File: src/hw/rtl/gap_pkg.sv
// Shared types and fixed constants of the global average pooling unit.
package gap_pkg;

    // Configuration port widths and register indexes
    localparam int CFG_INDEX_W   = 8;
    localparam int CFG_DATA_W    = 16;
    localparam int SPATIAL_CFG_W = 13;
    localparam int CHANNEL_CFG_W = 11;

    localparam logic [CFG_INDEX_W-1:0] REG_SPATIAL_SIZE  = 8'd0;
    localparam logic [CFG_INDEX_W-1:0] REG_CHANNEL_COUNT = 8'd1;

    // Sequencer states
    typedef enum logic [1:0] {
        ST_IDLE,
        ST_ABS,
        ST_DIVIDE,
        ST_RESULT
    } t_state;

endpackage

File: src/hw/rtl/global_average_pool_unit.sv
// Global average pooling: per-channel accumulation and shared iterative divider.
//
//   channel  | direction | signals
//   ---------+-----------+------------------------------------------------
//   input    | in        | i_valid, o_ready, i_sample
//   output   | out       | o_valid, i_ready, o_average, o_channel_index,
//            |           | o_last_channel
//   config   | in        | i_cfg_valid, o_cfg_ready, i_cfg_index, i_cfg_data
//
// A sample that does not close a channel is only added to the sum. A sample that
// closes a channel is accepted, then the magnitude of the sum is taken, then the
// one-bit-per-cycle restoring divider works through ACC_W quotient bits (ACC_W =
// SAMPLE_BITS + clog2(MAX_SPATIAL), 28 by default), and last the quotient is
// signed, saturated and loaded.
// A finished average sits in the output register while the next channel streams
// in; the sequencer stalls in its final state only if the previous one is still
// untaken. Reset is synchronous; it clears the sequencer, the counters and the
// sum, and sets both configuration registers to 1. Configuration is always ready.
module global_average_pool_unit #(
    parameter int MAX_SPATIAL  = 4096,
    parameter int MAX_CHANNELS = 1024,
    parameter int SAMPLE_BITS  = 16,
    localparam int IDX_W = (MAX_CHANNELS > 1) ? $clog2(MAX_CHANNELS) : 1
) (
    input  logic                               i_clk,
    input  logic                               i_rst_n,
    // input samples
    input  logic                               i_valid,
    output logic                               o_ready,
    input  logic signed [SAMPLE_BITS-1:0]      i_sample,
    // averages
    output logic                               o_valid,
    input  logic                               i_ready,
    output logic signed [SAMPLE_BITS-1:0]      o_average,
    output logic [IDX_W-1:0]                   o_channel_index,
    output logic                               o_last_channel,
    // configuration writes
    input  logic                               i_cfg_valid,
    output logic                               o_cfg_ready,
    input  logic [gap_pkg::CFG_INDEX_W-1:0]    i_cfg_index,
    input  logic [gap_pkg::CFG_DATA_W-1:0]     i_cfg_data
);

    localparam int ACC_W = SAMPLE_BITS + $clog2(MAX_SPATIAL);
    localparam int SP_W  = $clog2(MAX_SPATIAL + 1);
    localparam int CH_W  = $clog2(MAX_CHANNELS + 1);
    localparam int CNT_W = $clog2(ACC_W + 1);

    localparam logic signed [ACC_W:0] SAT_HI =
        {{(ACC_W + 2 - SAMPLE_BITS){1'b0}}, {(SAMPLE_BITS - 1){1'b1}}};
    localparam logic signed [ACC_W:0] SAT_LO =
        {{(ACC_W + 2 - SAMPLE_BITS){1'b1}}, {(SAMPLE_BITS - 1){1'b0}}};

    gap_pkg::t_state r_state, n_state;

    logic [gap_pkg::SPATIAL_CFG_W-1:0] r_spatial;
    logic [gap_pkg::CHANNEL_CFG_W-1:0] r_channels;

    logic signed [ACC_W-1:0] r_sum;
    logic [SP_W-1:0]         r_pos;
    logic [IDX_W-1:0]        r_chan;
    logic [IDX_W-1:0]        r_res_chan;
    logic                    r_res_last;
    logic                    r_neg;
    logic [ACC_W-1:0]        r_quo;
    logic [SP_W-1:0]         r_rem;
    logic [CNT_W-1:0]        r_cnt;

    logic [SP_W-1:0] eff_n;
    logic [CH_W-1:0] eff_nc;
    logic            cfg_write;
    logic            in_accept;
    logic            chan_end;
    logic            chan_last;
    logic            out_free;
    logic            load_out;
    logic signed [ACC_W-1:0] sum_next;
    logic [SP_W:0]           rem_shift;
    logic                    rem_ge;
    logic [SP_W:0]           rem_diff;
    logic signed [ACC_W:0]   quo_signed;
    logic signed [SAMPLE_BITS-1:0] avg_sat;

    // Clamp configured sizes to their usable range
    always_comb begin
        if (r_spatial == '0) begin
            eff_n = SP_W'(1);
        end else if (32'(r_spatial) > MAX_SPATIAL) begin
            eff_n = SP_W'(MAX_SPATIAL);
        end else begin
            eff_n = SP_W'(r_spatial);
        end
        if (r_channels == '0) begin
            eff_nc = CH_W'(1);
        end else if (32'(r_channels) > MAX_CHANNELS) begin
            eff_nc = CH_W'(MAX_CHANNELS);
        end else begin
            eff_nc = CH_W'(r_channels);
        end
    end

    // Accumulate and detect the end of a channel
    assign cfg_write = i_cfg_valid && o_cfg_ready;
    assign in_accept = i_valid && o_ready;
    assign sum_next  = r_sum + ACC_W'(i_sample);
    assign chan_end  = (32'(r_pos) + 1 >= 32'(eff_n));
    assign chan_last = (32'(r_chan) + 1 >= 32'(eff_nc));

    // One restoring division step
    assign rem_shift = {r_rem, r_quo[ACC_W-1]};
    assign rem_ge    = (rem_shift >= {1'b0, eff_n});
    assign rem_diff  = rem_shift - {1'b0, eff_n};

    // Sign and saturate the quotient
    always_comb begin
        quo_signed = r_neg ? -$signed({1'b0, r_quo}) : $signed({1'b0, r_quo});
        if (quo_signed > SAT_HI) begin
            avg_sat = SAMPLE_BITS'(SAT_HI);
        end else if (quo_signed < SAT_LO) begin
            avg_sat = SAMPLE_BITS'(SAT_LO);
        end else begin
            avg_sat = SAMPLE_BITS'(quo_signed);
        end
    end

    assign out_free = !o_valid || i_ready;

    // Next state
    always_comb begin
        n_state = r_state;
        case (r_state)
            gap_pkg::ST_IDLE: begin
                if (in_accept && chan_end) begin
                    n_state = gap_pkg::ST_ABS;
                end
            end
            gap_pkg::ST_ABS: begin
                n_state = gap_pkg::ST_DIVIDE;
            end
            gap_pkg::ST_DIVIDE: begin
                if (r_cnt == CNT_W'(ACC_W - 1)) begin
                    n_state = gap_pkg::ST_RESULT;
                end
            end
            gap_pkg::ST_RESULT: begin
                if (out_free) begin
                    n_state = gap_pkg::ST_IDLE;
                end
            end
            default: n_state = gap_pkg::ST_IDLE;
        endcase
    end

    // State outputs
    always_comb begin
        o_ready     = 1'b0;
        load_out    = 1'b0;
        o_cfg_ready = 1'b1;
        case (r_state)
            gap_pkg::ST_IDLE:   o_ready  = 1'b1;
            gap_pkg::ST_RESULT: load_out = out_free;
            default: begin
                o_ready  = 1'b0;
                load_out = 1'b0;
            end
        endcase
    end

    // Sequencer and control registers
    always_ff @(posedge i_clk) begin
        if (!i_rst_n) begin
            r_state    <= gap_pkg::ST_IDLE;
            r_spatial  <= gap_pkg::SPATIAL_CFG_W'(1);
            r_channels <= gap_pkg::CHANNEL_CFG_W'(1);
            r_sum      <= '0;
            r_pos      <= '0;
            r_chan     <= '0;
            r_cnt      <= '0;
            o_valid    <= 1'b0;
        end else begin
            r_state <= n_state;
            // drop the request once taken, raise it when a result is loaded
            if (load_out) begin
                o_valid <= 1'b1;
            end else if (i_ready) begin
                o_valid <= 1'b0;
            end
            if (r_state == gap_pkg::ST_DIVIDE) begin
                r_cnt <= r_cnt + CNT_W'(1);
            end else begin
                r_cnt <= '0;
            end
            if (cfg_write) begin
                // any known register write restarts the map
                if (i_cfg_index == gap_pkg::REG_SPATIAL_SIZE) begin
                    r_spatial <= i_cfg_data[gap_pkg::SPATIAL_CFG_W-1:0];
                    r_sum     <= '0;
                    r_pos     <= '0;
                    r_chan    <= '0;
                end else if (i_cfg_index == gap_pkg::REG_CHANNEL_COUNT) begin
                    r_channels <= i_cfg_data[gap_pkg::CHANNEL_CFG_W-1:0];
                    r_sum      <= '0;
                    r_pos      <= '0;
                    r_chan     <= '0;
                end
            end else if (in_accept) begin
                r_sum <= sum_next;
                if (chan_end) begin
                    r_pos  <= '0;
                    r_chan <= chan_last ? '0 : r_chan + IDX_W'(1);
                end else begin
                    r_pos <= r_pos + SP_W'(1);
                end
            end else if (r_state == gap_pkg::ST_ABS) begin
                r_sum <= '0;
            end
        end
    end

    // Divider datapath and result payload
    always_ff @(posedge i_clk) begin
        if (in_accept && chan_end) begin
            r_res_chan <= r_chan;
            r_res_last <= chan_last;
        end
        case (r_state)
            gap_pkg::ST_ABS: begin
                r_neg <= r_sum[ACC_W-1];
                r_quo <= r_sum[ACC_W-1] ? ACC_W'(-r_sum) : ACC_W'(r_sum);
                r_rem <= '0;
            end
            gap_pkg::ST_DIVIDE: begin
                r_quo <= {r_quo[ACC_W-2:0], rem_ge};
                r_rem <= rem_ge ? rem_diff[SP_W-1:0] : rem_shift[SP_W-1:0];
            end
            default: begin
                r_quo <= r_quo;
            end
        endcase
        if (load_out) begin
            o_average       <= avg_sat;
            o_channel_index <= r_res_chan;
            o_last_channel  <= r_res_last;
        end
    end

endmodule

File: config.mk
export PLATFORM = sky130hd
export DESIGN_NAME = global_average_pool_unit
export DESIGN_NICKNAME = d
export VERILOG_FILES = /design/src/hw/rtl/gap_pkg.sv /design/src/hw/rtl/global_average_pool_unit.sv
export SDC_FILE = /design/constraint.sdc
export NUM_CORES = 1
export LEC_CHECK = 0
export BUFFER_PORTS_ARGS = -buffer_cell sky130_fd_sc_hd__buf_2
export CORE_ASPECT_RATIO = 1.5
export CORE_MARGIN = 2
export CORE_UTILIZATION = 40
export CTS_BUF_LIST = sky130_fd_sc_hd__clkbuf_4 sky130_fd_sc_hd__clkbuf_8
export DETAILED_ROUTE_END_ITERATION = 7
export GPL_TIMING_DRIVEN = 0
export PLACE_DENSITY = 0.68
export SLEW_MARGIN = 20
export SYNTH_ARGS = -nofsm -noshare
export SYNTH_HDL_FRONTEND = slang
export SYNTH_SLANG_ARGS = --single-unit
File: constraint.sdc
create_clock -name i_clk -period 3.7 [get_ports i_clk]
set_input_delay 0.37 -clock i_clk [delete_from_list [all_inputs] [get_ports i_clk]]
set_output_delay 0.37 -clock i_clk [all_outputs]
set_load 0.02 [all_outputs]
-- Word-level counts from Yosys, hierarchy flattened
Index checks and enable logic that the tools add are counted.
- flip-flop bits (word level): 163
- input bits: 45
- output and inout port bits: 30
- logic and storage cells: 96
- reductions and logical operators: 20
- equality and inequality tests: 9
- magnitude comparators: 7
- bitwise operators: 1
- add/subtract/negate cells: 9
- muxes and demuxes: 34
- operator list (kind ; number):
    28-bit 2-to-1 mux ; 6
    13-bit 2-to-1 mux ; 8
    10-bit 2-to-1 mux ; 6
    28-bit case mux with 2 select lines ; 1
    29-bit by 16-bit > comparator with 1-bit output, second input constant ; 1
    29-bit by 16-bit < comparator with 1-bit output, second input constant ; 1
    29-bit 2-to-1 mux ; 1
    28-bit negator with 29-bit output ; 1
    28-bit by 16-bit adder with 28-bit output ; 1
    14-bit by 13-bit >= comparator with 1-bit output ; 2
    28-bit negator ; 1
    13-bit case mux with 2 select lines ; 1
    11-bit 2-to-1 mux ; 2
    16-bit 2-to-1 mux ; 1
    13-bit by 1-bit adder with 14-bit output, second input constant ; 1
    13-bit by 1-bit adder with 13-bit output, second input constant ; 1
    13-bit > comparator, second input constant ; 1
    13-bit zero test ; 1
    13-bit subtractor ; 1
    10-bit by 1-bit adder with 11-bit output, second input constant ; 1
    11-bit >= comparator ; 1
    11-bit > comparator, second input constant ; 1
    11-bit zero test ; 1
    10-bit by 1-bit adder with 10-bit output, second input constant ; 1
    20 further kinds ; 37

-- Depth between registers and ports, before layout
- depth after elaboration: 8
- gate-level depth with buffers: 16
- gate-level depth less buffers: 15

-- Least setup slack after synthesis
OpenSTA, ideal clock, no wires.
- kind: register to register
- start: register r_pos[2]
- end: register r_chan[6]
- cell stages (with the launch flop): 16
- library setup time: 115 ps
- path buffers: 1
- required time: 3585 ps
- period minus slack after synthesis: 3366 ps
- arrival time: 3251 ps
- path slack: 334 ps
- cells stage by stage: dfxtp_1 -> nand3_1 -> or2_2 -> nor3_1 -> nand3_1 -> xnor2_1 -> ha_1 -> a21oi_1 -> o21ai_0 -> a221oi_1 -> nand2_1 -> a21oi_1 -> or2_2 -> clkbuf_1 -> nor4_1 -> o21a_1
- longest elaborated chain between the ends: 4
- RTL lines (item ; line ; text):
    start: declaration ; global_average_pool_unit.sv:60 ; logic [SP_W-1:0] r_pos;
    start signal: assignment ; global_average_pool_unit.sv:212 ; r_pos <= r_pos + SP_W'(1);
    13-bit by 1-bit adder with 14-bit output ; global_average_pool_unit.sv:106 ; assign chan_end = (32'(r_pos) + 1 >= 32'(eff_n));
    14-bit by 13-bit >= comparator with 1-bit output ; global_average_pool_unit.sv:106 ;
    2-bit nonzero test (no source line) ; -- ;
    3-bit AND reduction (no source line) ; -- ;
    end signal: assignment ; global_average_pool_unit.sv:210 ; r_chan <= chan_last ? '0 : r_chan + IDX_W'(1);
    end: declaration ; global_average_pool_unit.sv:61 ; logic [IDX_W-1:0] r_chan;
No other way between the ends.
A chain may end at the register's enable or synchronous reset.

-- Worst setup path after layout
- start: register r_quo[8]
- end: register o_average[14], data pin
- longest elaborated chain between the ends: 4
- elaborated cells between the ends (all ways): 5
- those cells by class: add/sub (1); order compare (2); mux (2)
- RTL lines (item ; line ; text):
    start: declaration ; global_average_pool_unit.sv:65 ; logic [ACC_W-1:0] r_quo;
    start signal: assignment ; global_average_pool_unit.sv:229 ; r_quo <= r_sum[ACC_W-1] ? ACC_W'(-r_sum) : ACC_W'(r_sum);
    start signal: assignment ; global_average_pool_unit.sv:233 ; r_quo <= {r_quo[ACC_W-2:0], rem_ge};
    start signal: assignment ; global_average_pool_unit.sv:237 ; r_quo <= r_quo;
    28-bit negator with 29-bit output ; global_average_pool_unit.sv:116 ; quo_signed = r_neg ? -$signed({1'b0, r_quo}) : $signed({1'b0, r_quo});
    29-bit 2-to-1 mux (*) ; global_average_pool_unit.sv:116 ;
    29-bit by 16-bit < comparator with 1-bit output ; global_average_pool_unit.sv:119 ; end else if (quo_signed < SAT_LO) begin
    16-bit 2-to-1 mux ; global_average_pool_unit.sv:119 ;
    end signal: assignment ; global_average_pool_unit.sv:241 ; o_average <= avg_sat;
    end: declaration ; global_average_pool_unit.sv:34 ; output logic signed [SAMPLE_BITS-1:0] o_average,
Mark *: on every way between the ends. The rest lies on a longest branch, timed or not.

==> results.yml <==
floorplan:
  die_y_um: 201
  dieArea_um2: 27300
  die_w_um: 136
  core_area_um2: 25700
  start_util: 0.404
  row_count: 72
  ios: 75
layout:
  num-fill-cells: 2516
  multi_input_area_um2: 6130
  drive_above_1_share: 0.134
  fin_nets: 1361
  finish.instance_area_um2: 11800
  final_common_cell: "nor2_1"
  antenna_cells: 0
  most-common-layout-cells: "nor2_1, nand2_1, dfxtp_1"
  regArea_um2: 4070
  syn_to_final_growth_pct: 13.5
synth:
  synth-async-reset-ratio: 0
  syn_area_um2: 10400
  yosys_register_bits: 163
  synthDistinctLibCells: 72
  synth_edf_count: 80
  ys.flop_type: "dfxtp_1"
  ys.warnings.count: 0
  syn_area_per_cell_um2: 9.08
  seq_area_frac_synth: 0.391
  synth_cells: 1144
  synth_nets: 1264
drt:
  drt-vias-per-instance: 5.41
  vias: 8586
  post_drt_wl_per_cell_um: 16.2
  dr.first_iter.drc_count: 380
  dr.pass1.iters: 5
  drc_errors: 0
  ant_nets: 0
  finalWirelength_um: 25700
placement:
  portBuffers: 70
  place.gp.congestion: 0.873
  hpwl_um: 19800
  place_area_um2: 11200
power:
  p_comb_frac: 0.444
  p_clk_frac: 0.172
  seqPwrFrac: 0.384
  switchingPower_mw: 3.03
  powerDensity_nw_per_um2: 629
  power_mw: 7.41
  p_leak_nw: 4.53
  ir_worst_vdd_v: 0.000301
  p_int_mw: 4.39
  swShare: 0.408
timing:
  timing.final.hold_violations: 0
  relSlewSlack: 0.424
  setup_viol: 0
  finalClockSkew_ns: 0.0159
  period_minus_slack_ns: 3.48
  max_freq_ghz: 0.287
  worst_slew_pin_slew_ns: 0.852
  drv_slew: 0
  fin_setup_tns_ns: 0
  post-route-period-util: 0.940
  hold-worst-slack_ns: 0.115
clock_tree:
  root_buffer: "clkbuf_8"
  cts.sinks: 163
  insertion_delay_ns: 0.50
  cts_tree: "built"
  numCtsBuffers: 17
  clk_path_buf_depth: 2
  cts_htree_levels: 4
  path_clk_slew_ns: 0.08
grt:
  track_usage: 0.192
  antenna_found_initial: 0
  first_global_vias: 8470
  grt_overflow: 0
  grt_pass1_wl_um: 41700
  grt_start_max_net_pins: 27
worst_setup_path:
  crit_fanout: 10
  cp_data_arrival_time_ns: 3.83
  crit_type: "reg2reg"
  startpoint_type: "flip-flop"
  critPathRequiredTime_ns: 4.05
  critPathCaptureType: "flip-flop"
status:
  status: "finished clean"
job:
  drv_cap: 0
worst_hold_path:
  holdCritPathClass: "in2reg"
power groups by stage:
| stage | Combinational, mW | Clock (mW) | Sequential (mW) |
|---|---|---|---|
| CTS | 3.22 | 1.30 | 2.84 |
| detailed placement | 3.18 | 0 | 2.88 |
| finish | 3.29 | 1.27 | 2.85 |
| floorplan | 2.36 | 0 | 2.82 |
| global placement | 3.02 | 0 | 2.89 |
| global route | 3.66 | 1.36 | 2.90 |
cells in the mapped netlist, drive strengths merged (28+ instances only):
| master | instances | area [µm²] |
|---|---|---|
| nor2 | 125 | 469 |
| nand2 | 117 | 439 |
| dfxtp | 83 | 1660 |
| edfxtp | 80 | 2400 |
| a21oi | 79 | 433 |
| ha | 73 | 913 |
| o21ai | 73 | 365 |
| xor2 | 63 | 552 |
| xnor2 | 45 | 394 |
| clkbuf | 42 | 158 |
| mux2i | 36 | 360 |
| nand3 | 31 | 155 |
| inv | 28 | 105 |
through the flow:
step | setup WS [ns] | std cells | utilization
floorplan | 0.334 | 1144 | -
global placement | -0.390 | 1547 | 0.434
detailed placement | -0.422 | 1549 | 0.437
CTS | 0.0182 | 1580 | 0.453
global route | -0.0266 | 1587 | 0.459
finish | 0.221 | 1587 | 0.459
routing by layer:
metal | share of wire | up-vias | global-route usage
met1 | 0.41 | 4086 | 0.213
met5 | 0 | - | 0
li1 | - | 4331 | -
met3 | 0.026 | 45 | 0.0317
met4 | 0.031 | 0 | 0.0945
met2 | 0.53 | 124 | 0.348
worst paths after layout:
check | cells past startpoint | slack, ns | end | start
max | 11 | 0.22 | o_average[14]$_SDFFCE_PN1P_ | r_quo[8]$_DFFE_PP_
max reg2reg | 11 | 0.22 | o_average[14]$_SDFFCE_PN1P_ | r_quo[8]$_DFFE_PP_
min | 3 | 0.12 | r_spatial[11]$_SDFFE_PN0P_ | i_cfg_data[11]
min reg2reg | 0 | 0.42 | o_channel_index[5]$_DFFE_PP_ | r_res_chan[5]$_DFFE_PP_
sequential cells by signal (all words and copies together), names as in the netlist, 5 cells and up:
| signal | flops |
|---|---|
| r_res_chan | 10 |
| r_cnt | 5 |
| r_chan | 10 |
| r_spatial | 13 |
| r_channels | 11 |
| r_pos | 13 |
| r_rem | 13 |
| o_average | 16 |
| r_quo | 28 |
| o_channel_index | 10 |
| r_sum | 28 |
final cells by class:
class                      count  area share
sequential                   163       0.345
clock buffer                  24      0.0254
multi-input combinational    901       0.520
inverter                      29     0.00924
tap                          333      0.0354
buffer                        50      0.0193
clock inverter                 8     0.00659
timing repair buffer          79      0.0389
worst max-delay path, cell delays in order, from the launching register on:
cell	delay [ns]
edfxtp_1	0.47
or4_1	0.58
nand2b_1	0.29
or2_1	0.27
buf_6	0.14
o41ai_1	0.36
xor2_1	0.12
a2111oi_1	0.41
nand4_1	0.14
o21a_2	0.28
buf_6	0.17
a21oi_2	0.10
cell families (layout without fill, tap and decap cells):
kind of cell	Yosys count	after routing	share of synthesized area
AND/OR/NAND/NOR	406	406	0.187
AO/OA/AOI/OAI	274	274	0.171
flip-flops	163	163	0.391
XOR/XNOR	108	108	0.0911
buffers and inverters	80	190	0.0315
adder cells (fa/ha/maj)	75	75	0.0918
multiplexers	37	37	0.0358
other	1	1	0.000361
what timing repair did:
item | in CTS | in global routing
setup buffers | 0 | 7
hold buffers | 0 | 0
endpoints found under the setup margin | 49 | 52
resized for setup | 15 | 26
pin swaps | 1 | 3
Power figures use the tool's default switching activity.
